--- src/sv/byte_fifo_can_frame_packer_core_assert.svh ---
// Assertion macros used by the frame packer controller.
// FCP_ASSERT_IMP: same-cycle implication; FCP_ASSERT_NXT: next-cycle implication.
`ifndef BYTE_FIFO_CAN_FRAME_PACKER_CORE_ASSERT_SVH
`define BYTE_FIFO_CAN_FRAME_PACKER_CORE_ASSERT_SVH
`ifndef SYNTHESIS
`define FCP_ASSERT_IMP(lbl, clk, rst_n, ante, cons) \
    lbl: assert property (@(posedge clk) disable iff (!(rst_n)) (ante) |-> (cons)) \
        else $error("frame packer assertion failed");
`define FCP_ASSERT_NXT(lbl, clk, rst_n, ante, cons) \
    lbl: assert property (@(posedge clk) disable iff (!(rst_n)) (ante) |=> (cons)) \
        else $error("frame packer assertion failed");
`else
`define FCP_ASSERT_IMP(lbl, clk, rst_n, ante, cons)
`define FCP_ASSERT_NXT(lbl, clk, rst_n, ante, cons)
`endif
`endif

--- src/sv/fcp_pkg.sv ---
`default_nettype none

package fcp_pkg;

    localparam int DEPTH_DEFAULT = 256;
    localparam int FRAME_MAX     = 8;
    localparam int BYTE_W        = 8;
    localparam int ID_W          = 11;
    localparam int LEN_W         = 4;
    localparam int FILL_W        = 8;

    localparam logic MODE_WRITE = 1'b0;
    localparam logic MODE_SEND  = 1'b1;

    typedef logic [FRAME_MAX-1:0][BYTE_W-1:0] t_frame;

    typedef struct packed {
        logic              done;
        logic              frame_valid;
        logic [ID_W-1:0]   frame_id;
        logic [LEN_W-1:0]  frame_len;
        t_frame            frame_data;
        logic [FILL_W-1:0] fill_level;
        logic              overflow;
    } t_result;

    typedef struct packed {
        logic we;
        logic re;
    } t_mem_cmd;

endpackage

`default_nettype wire

--- src/sv/byte_fifo_can_frame_packer_core.sv ---
// Byte ring buffer that packs its oldest bytes into CAN frames.
//
// Command channel: raise start with i_mode and i_data_byte; the command is
// taken at a rising edge where start is high and busy is low. i_mode = 0
// appends i_data_byte, i_mode = 1 asks for one frame of up to eight bytes.
// Every command returns exactly one result beat, flagged by o_result_valid
// for a single cycle; the receiver cannot hold it off, so sample it then.
//
// Timing: a write, or a transmit that sends nothing (empty buffer or a zero
// identifier), gives its beat in the cycle after acceptance and busy stays
// low, so such commands may follow every cycle. A transmit of n bytes
// (1..8) holds busy while the gather state reads its bytes through the
// store, which has one port and yields one registered byte per cycle;
// its beat leaves through the result register once the last byte is in.
//
// Configuration: i_send_id_we writes i_send_id; write it only while idle.
// Reset clears both pointers, the identifier, the state, r_cnt and r_pend;
// the byte store is not cleared, since reads never pass the fill level.
`default_nettype none

module byte_fifo_can_frame_packer_core #(
    parameter int DEPTH = fcp_pkg::DEPTH_DEFAULT
) (
    input  wire logic                        i_clk,
    input  wire logic                        i_rst_n,
    input  wire logic                        start,
    output logic                             busy,
    input  wire logic                        i_mode,
    input  wire logic [fcp_pkg::BYTE_W-1:0]  i_data_byte,
    input  wire logic                        i_send_id_we,
    input  wire logic [fcp_pkg::ID_W-1:0]    i_send_id,
    output logic                             o_result_valid,
    output logic                             o_frame_valid,
    output logic      [fcp_pkg::ID_W-1:0]    o_frame_id,
    output logic      [fcp_pkg::LEN_W-1:0]   o_frame_len,
    output logic      [63:0]                 o_frame_data,
    output logic      [fcp_pkg::FILL_W-1:0]  o_fill_level,
    output logic                             o_overflow
);

    localparam int PW = $clog2(DEPTH);

    // identifier register; zero blocks transmission
    logic [fcp_pkg::ID_W-1:0]   r_send_id;

    fcp_pkg::t_result           res;
    fcp_pkg::t_mem_cmd          mem_cmd;
    logic [PW-1:0]              mem_addr;
    logic [fcp_pkg::BYTE_W-1:0] mem_wdata;
    logic [fcp_pkg::BYTE_W-1:0] mem_rdata;

    // result beat register: parts the controller from the result ports
    logic                       r_out_vld;
    fcp_pkg::t_result           r_out;

    always_ff @(posedge i_clk) begin
        if (!i_rst_n) begin
            r_send_id <= '0;
            r_out_vld <= 1'b0;
        end else begin
            if (i_send_id_we) begin
                r_send_id <= i_send_id;
            end
            r_out_vld <= res.done;
        end
    end

    // payload of the beat: hold the last value between beats
    always_ff @(posedge i_clk) begin
        if (res.done) begin
            r_out <= res;
        end
    end

    fcp_ctrl #(
        .DEPTH (DEPTH)
    ) u_ctrl (
        .i_clk       (i_clk),
        .i_rst_n     (i_rst_n),
        .i_start     (start),
        .i_mode      (i_mode),
        .i_data_byte (i_data_byte),
        .i_send_id   (r_send_id),
        .o_busy      (busy),
        .o_res       (res),
        .o_mem_cmd   (mem_cmd),
        .o_mem_addr  (mem_addr),
        .o_mem_wdata (mem_wdata),
        .i_mem_rdata (mem_rdata)
    );

    fcp_store #(
        .DEPTH (DEPTH)
    ) u_store (
        .i_clk   (i_clk),
        .i_cmd   (mem_cmd),
        .i_addr  (mem_addr),
        .i_wdata (mem_wdata),
        .o_rdata (mem_rdata)
    );

    assign o_result_valid = r_out_vld;
    assign o_frame_valid  = r_out.frame_valid;
    assign o_frame_id     = r_out.frame_id;
    assign o_frame_len    = r_out.frame_len;
    assign o_frame_data   = r_out.frame_data;
    assign o_fill_level   = r_out.fill_level;
    assign o_overflow     = r_out.overflow;

endmodule

`default_nettype wire

--- src/sv/fcp_store.sv ---
`default_nettype none

module fcp_store #(
    parameter int DEPTH = fcp_pkg::DEPTH_DEFAULT
) (
    input  wire logic                        i_clk,
    input  wire fcp_pkg::t_mem_cmd           i_cmd,
    input  wire logic [$clog2(DEPTH)-1:0]    i_addr,
    input  wire logic [fcp_pkg::BYTE_W-1:0]  i_wdata,
    output logic      [fcp_pkg::BYTE_W-1:0]  o_rdata
);

    logic [fcp_pkg::BYTE_W-1:0] mem [DEPTH];
    logic [fcp_pkg::BYTE_W-1:0] r_rdata;

    // single port: one write or one registered read per cycle
    always_ff @(posedge i_clk) begin
        if (i_cmd.we) begin
            mem[i_addr] <= i_wdata;
        end
        if (i_cmd.re) begin
            r_rdata <= mem[i_addr];
        end
    end

    assign o_rdata = r_rdata;

endmodule

`default_nettype wire

--- src/sv/fcp_ctrl.sv ---
`default_nettype none

module fcp_ctrl #(
    parameter int DEPTH = fcp_pkg::DEPTH_DEFAULT
) (
    input  wire logic                        i_clk,
    input  wire logic                        i_rst_n,
    input  wire logic                        i_start,
    input  wire logic                        i_mode,
    input  wire logic [fcp_pkg::BYTE_W-1:0]  i_data_byte,
    input  wire logic [fcp_pkg::ID_W-1:0]    i_send_id,
    output logic                             o_busy,
    output fcp_pkg::t_result                 o_res,
    output fcp_pkg::t_mem_cmd                o_mem_cmd,
    output logic      [$clog2(DEPTH)-1:0]    o_mem_addr,
    output logic      [fcp_pkg::BYTE_W-1:0]  o_mem_wdata,
    input  wire logic [fcp_pkg::BYTE_W-1:0]  i_mem_rdata
);

`include "byte_fifo_can_frame_packer_core_assert.svh"

    localparam int PW = $clog2(DEPTH);
    localparam int SW = $clog2(fcp_pkg::FRAME_MAX);

    typedef enum logic [1:0] {
        S_IDLE   = 2'b01,
        S_GATHER = 2'b10
    } t_state;

    t_state                          r_state, n_state;
    logic [PW-1:0]                   r_wp, n_wp;
    logic [PW-1:0]                   r_rp, n_rp;
    logic [PW-1:0]                   r_raddr, n_raddr;
    logic [fcp_pkg::LEN_W-1:0]       r_len, n_len;
    logic [fcp_pkg::LEN_W-1:0]       r_cnt, n_cnt;
    logic                            r_pend, n_pend;
    logic [SW-1:0]                   r_slot, n_slot;
    fcp_pkg::t_frame                 r_data, n_data;

    logic [PW-1:0]                   held;
    logic [PW-1:0]                   held_after;
    logic                            accept;
    logic                            finish;

    function automatic logic [PW-1:0] f_held(input logic [PW-1:0] wp, input logic [PW-1:0] rp);
        logic [PW:0] d;
        d = {1'b0, wp} - {1'b0, rp};
        if (wp < rp) begin
            d = d + (PW+1)'(DEPTH);
        end
        return d[PW-1:0];
    endfunction

    function automatic logic [PW-1:0] f_inc(input logic [PW-1:0] p);
        return (p == PW'(DEPTH - 1)) ? '0 : p + PW'(1);
    endfunction

    assign held       = f_held(r_wp, r_rp);
    assign held_after = f_held(r_wp, r_raddr);
    assign accept     = i_start && (r_state == S_IDLE);
    assign finish     = (r_state == S_GATHER) && (r_cnt == r_len) && !r_pend;
    assign o_busy     = (r_state != S_IDLE);

    always_comb begin
        n_state     = r_state;
        n_wp        = r_wp;
        n_rp        = r_rp;
        n_raddr     = r_raddr;
        n_len       = r_len;
        n_cnt       = r_cnt;
        n_pend      = r_pend;
        n_slot      = r_slot;
        n_data      = r_data;
        o_res       = '0;
        o_mem_cmd   = '0;
        o_mem_addr  = r_wp;
        o_mem_wdata = i_data_byte;

        unique case (r_state)
            S_IDLE: begin
                if (accept) begin
                    if (i_mode == fcp_pkg::MODE_WRITE) begin
                        o_res.done = 1'b1;
                        if (held == PW'(DEPTH - 1)) begin
                            // full: drop the byte
                            o_res.overflow   = 1'b1;
                            o_res.fill_level = fcp_pkg::FILL_W'(held);
                        end else begin
                            o_mem_cmd.we     = 1'b1;
                            n_wp             = f_inc(r_wp);
                            o_res.fill_level = fcp_pkg::FILL_W'(held + PW'(1));
                        end
                    end else if ((held != '0) && (i_send_id != '0)) begin
                        n_state = S_GATHER;
                        n_len   = (held > PW'(fcp_pkg::FRAME_MAX))
                                ? fcp_pkg::LEN_W'(fcp_pkg::FRAME_MAX)
                                : fcp_pkg::LEN_W'(held);
                        n_cnt   = '0;
                        n_pend  = 1'b0;
                        n_raddr = r_rp;
                        n_data  = '0;
                    end else begin
                        o_res.done       = 1'b1;
                        o_res.fill_level = fcp_pkg::FILL_W'(held);
                    end
                end
            end
            S_GATHER: begin
                o_mem_addr = r_raddr;
                if (r_cnt != r_len) begin
                    o_mem_cmd.re = 1'b1;
                    n_raddr      = f_inc(r_raddr);
                    n_cnt        = r_cnt + fcp_pkg::LEN_W'(1);
                    n_pend       = 1'b1;
                    n_slot       = r_cnt[SW-1:0];
                end else begin
                    n_pend = 1'b0;
                end
                if (r_pend) begin
                    n_data[r_slot] = i_mem_rdata;
                end
                if (finish) begin
                    o_res.done        = 1'b1;
                    o_res.frame_valid = 1'b1;
                    o_res.frame_id    = i_send_id;
                    o_res.frame_len   = r_len;
                    o_res.frame_data  = r_data;
                    o_res.fill_level  = fcp_pkg::FILL_W'(held_after);
                    n_rp              = r_raddr;
                    n_state           = S_IDLE;
                end
            end
            default: begin
                n_state = S_IDLE;
            end
        endcase
    end

    always_ff @(posedge i_clk) begin
        if (!i_rst_n) begin
            r_state <= S_IDLE;
            r_wp    <= '0;
            r_rp    <= '0;
            r_cnt   <= '0;
            r_pend  <= 1'b0;
        end else begin
            r_state <= n_state;
            r_wp    <= n_wp;
            r_rp    <= n_rp;
            r_cnt   <= n_cnt;
            r_pend  <= n_pend;
        end
    end

    always_ff @(posedge i_clk) begin
        r_raddr <= n_raddr;
        r_len   <= n_len;
        r_slot  <= n_slot;
        r_data  <= n_data;
    end

    `FCP_ASSERT_IMP(a_no_rw_clash, i_clk, i_rst_n, o_mem_cmd.we, !o_mem_cmd.re && (r_state == S_IDLE))
    `FCP_ASSERT_IMP(a_cnt_bound, i_clk, i_rst_n, r_state == S_GATHER, (r_cnt <= r_len) && (r_len != '0))
    `FCP_ASSERT_IMP(a_frame_len, i_clk, i_rst_n, o_res.frame_valid, o_res.done && (o_res.frame_len != '0) && (o_res.frame_len <= fcp_pkg::LEN_W'(fcp_pkg::FRAME_MAX)))
    `FCP_ASSERT_NXT(a_finish_idle, i_clk, i_rst_n, finish, (r_state == S_IDLE) && (r_rp == $past(r_raddr)))
    `FCP_ASSERT_IMP(a_ptr_range, i_clk, i_rst_n, 1'b1, (r_rp <= PW'(DEPTH - 1)) && (r_wp <= PW'(DEPTH - 1)))

endmodule

`default_nettype wire
--- config.mk ---
export PLATFORM = sky130hd
export DESIGN_NAME = byte_fifo_can_frame_packer_core
export DESIGN_NICKNAME = d
export VERILOG_FILES = /design/src/sv/fcp_pkg.sv /design/src/sv/byte_fifo_can_frame_packer_core.sv /design/src/sv/fcp_store.sv /design/src/sv/fcp_ctrl.sv
export VERILOG_INCLUDE_DIRS = /design/src /design/src/sv
export SDC_FILE = /design/constraint.sdc
export NUM_CORES = 2
export LEC_CHECK = 0
export BUFFER_PORTS_ARGS = -buffer_cell sky130_fd_sc_hd__buf_2
export CAP_MARGIN = 20
export CORE_MARGIN = 1
export CORE_UTILIZATION = 38
export CTS_CLUSTER_DIAMETER = 60
export DETAILED_ROUTE_END_ITERATION = 6
export GPL_ROUTABILITY_DRIVEN = 1
export GPL_TIMING_DRIVEN = 1
export SYNTH_ARGS = -nofsm -noshare
export SYNTH_HDL_FRONTEND = slang
export SYNTH_HIERARCHICAL = 1
export SYNTH_SLANG_ARGS = --single-unit
--- constraint.sdc ---
create_clock -name i_clk -period 20 [get_ports i_clk]
set_input_delay 4 -clock i_clk [delete_from_list [all_inputs] [get_ports i_clk]]
set_output_delay 4 -clock i_clk [all_outputs]
set_load 0.05 [all_outputs]
==> results.cfg <==
[sta]
slew_violations = 0
grt_setup_unrepaired = no
period_needed_ns = 6.86
fin_tns_setup_ns = 0
finalCritPeriodShare_pct = 34.3
fin_worst_skew_ns = 0.105
postLayoutSetupSlackWorst_ns = 13.14
setup_viol = 0
hold_viol = 0
fmax_ghz = 0.146
worst_slew_pin_slew_ns = 1.20
maxSlewHeadroom_pct = 20.3

[setup_path]
startpoint_type = flip-flop
ff2ff_setup_slack_ns = 13.14
r2r_cells = 13
cpMostUsedCell = buf_4
critPathCaptureType = flip-flop
cpPeakStageDelay_ns = 1.00
reg2reg_from = u_ctrl/r_state[0]
path_max_fanout = 103
path_cells = inv_1 -> ha_2 -> buf_4 -> nand2_1 -> o21ai_4 -> buf_4 -> buf_12 -> buf_4 -> mux4_2 -> a22oi_1 -> a21oi_1 -> o41ai_2 -> nand4_1
cp_data_required_time_ns = 20.54
path_class = flip-flop to flip-flop
crit_arrival_ns = 7.41
cpMaxStageDelayCell = o41ai_2
reg2reg_to = u_store/o_rdata[7]

[global_routing]
overflow = 0
grt_usage_pct = 18.2
first_global_vias = 44000
antenna_found_initial = 2
grt_max_degree = 177
grt_pass1_wl_mm = 314

[synthesis]
synth_nets = 4422
synth_edf_count = 2224
ys_seq_area_share_pct = 76.2
async_flop_share_pct = 0
yosysWarnings = 6
synth_area_leaders = edfxtp_1, mux4_2, a22oi_1
netlist.area_leader.share_pct = 75.4
syn_inst = 4374
synthFlopType = edfxtp_1
synth_top_area_cell = edfxtp_1
synth_area_per_cell_um2 = 20.2
synth-seq-cells = 2259
syn_area_um2 = 88500
synth_cell_types = 60

[clocking]
post_cts_buffers = 0
numCtsBuffers = 220
clock_path_buffers = 3
root_buffer = clkbuf_16
clkTransAtPathRegs_ns = 0.06
clkLatencyLatePin_ns = 0.89
htree_levels = 4
ctsResizeCount = 0
ctsHoldBuffers = 0
cts_sinks = 2259
cts_tree = yes

[cells_and_area]
area_growth_pct = 13.0
nFillCells = 19700
drive_above_1_share_pct = 23.6
fin_nets = 4579

[place]
gp_congestion = 0.842
numPortBuffers = 114
dp_slack_ns = 12.55
dp_hpwl_mm = 125

[drt]
ant_nets = 0
detail_route.vias_per_cell = 5.69
drc_errors = 0
drt-pass1-iter-count = 5
num_vias = 44100
drt_iter0_markers = 5025
drt_wl_total_mm = 215
wl_per_cell_um = 27.8

[floorplan]
die_x_um = 485
die_area_um2 = 235000
num_rows = 176
core-area_um2 = 231000
io_pins = 115
initial_core_util_pct = 38.4
die_h_um = 485

[job]
cap_violations = 0

[power_and_ir_drop]
p_total_w = 0.0101
p_leak_nw = 30.8
ir_drop_uv = 80.2
cellPowerDensity_nw_per_um2 = 101

[hold_path]
whs_endpoint = u_ctrl/r_rp[3]
min_path_cells = 2
hold_path_startpoint = u_ctrl/r_rp[3]
hold_class = flip-flop to flip-flop

[status]
status = finished clean
through the flow:
stage	cells	utilization, %	cell area [um2]	hold slack (ns)
2_1_floorplan	4374	-	88500	0.436
3_3_place_gp	7299	40.1	92500	0.446
3_5_place_dp	7317	40.2	92700	0.452
4_1_cts	7724	43.3	99900	0.461
5_1_grt	7742	43.4	100000	0.497
6_report	7745	43.4	100000	0.458
kinds of logic after synthesis:
family	Yosys count	share of synthesized area [%]
compound gates	514	3.96
xor+xnor	25	0.247
fa+ha+maj	24	0.356
buf+inv	327	1.72
flops	2259	76.2
mux	597	14.0
simple gates	628	3.50
worst max path at each step:
stage	slack, ns	end	cells past startpoint	start
2_1_floorplan	10.17	u_ctrl/r_data[0]	7	i_mode
3_3_place_gp	12.46	u_store/o_rdata[0]	13	u_ctrl/r_state[0]
3_5_place_dp	12.55	u_store/mem[245][4]	9	start
4_1_cts	13.03	u_store/o_rdata[7]	13	u_ctrl/r_state[0]
5_1_grt	12.65	u_store/o_rdata[0]	15	u_ctrl/r_state[0]
6_report	13.14	u_store/o_rdata[7]	13	u_ctrl/r_state[0]
layout by cell type (no fill, tap or decap), types with 80 or more instances in the layout:
master	netlist	layout
a21oi_1	159	158
a22oi_1	257	257
and3_1	84	84
buf_2	38	116
buf_4	25	86
clkbuf_16	0	220
edfxtp_1	2224	2224
mux4_2	512	512
nor2_1	259	257
nor2b_1	84	80
layer usage:
| metal | track usage, % | vias to the layer above | wire length (um) |
|---|---|---|---|
| li1 | - | 18400 | - |
| met1 | 26.9 | 23400 | 93800 |
| met2 | 27.7 | 2025 | 99600 |
| met3 | 3.47 | 277 | 17600 |
| met4 | 4.34 | 2 | 4270 |
| met5 | 0 | - | 14 |
cell usage after synthesis, drive strengths merged, types with 2 or more instances:
cell,n
a211oi,5
a21o,11
a21oi,159
a22oi,257
a311o,2
a311oi,2
a31o,6
a31oi,6
a32o,3
and2,11
and3,84
and4,2
buf,115
clkbuf,182
dfxtp,35
edfxtp,2224
fa,2
ha,22
inv,29
mux2,6
mux2i,79
mux4,512
nand2,70
nand2b,18
nand3,20
nand3b,6
nand4,13
nor2,259
nor2b,84
nor3,42
nor3b,6
nor4,4
o211ai,2
o21a,4
o21ai,12
o22ai,4
o31ai,2
o41ai,33
or2,5
xnor2,17
xor2,8
registers in the layout (all words and copies together) (netlist names):
signal / count
u_ctrl/r_state: 2
u_ctrl/r_len: 4
o_frame_valid: 1
u_ctrl/r_pend: 1
u_ctrl/r_raddr: 8
u_ctrl/r_slot: 3
u_store/mem: 2048
u_ctrl/r_rp: 8
o_frame_id: 11
o_frame_data: 64
o_frame_len: 4
o_fill_level: 8
u_ctrl/r_data: 64
u_ctrl/r_cnt: 4
r_send_id: 11
u_ctrl/r_wp: 8
o_result_valid: 1
o_overflow: 1
u_store/o_rdata: 8
power breakdown:
| group | switching, W | total [W] | internal, W |
|---|---|---|---|
| Combinational | 0.000437 | 0.000678 | 0.000241 |
| Sequential | 0.0000218 | 0.00529 | 0.00526 |
| Clock | 0.00180 | 0.00413 | 0.00232 |
cell type report:
class / instances / area [um2] / area share, %
Clock buffer: 270 / 5690 / 5.69
Clock inverter: 137 / 1540 / 1.54
Antenna cell: 3 / 7.51 / 0.00750
Tap cell: 3026 / 3790 / 3.78
Timing Repair Buffer: 232 / 1650 / 1.65
Sequential cell: 2259 / 67500 / 67.4
Inverter: 30 / 113 / 0.113
Multi-Input combinational cell: 1788 / 19800 / 19.8
critical path, delay by kind of cell (launching register included):
kind	cells	cell delay, ns
AO/OA/AOI/OAI	4	1.68
adder cells (fa/ha/maj)	1	0.15
buffers and inverters	5	2.84
flip-flops	1	0.32
multiplexers	1	0.63
AND/OR/NAND/NOR	2	0.48
Power figures use the tool's default switching activity.
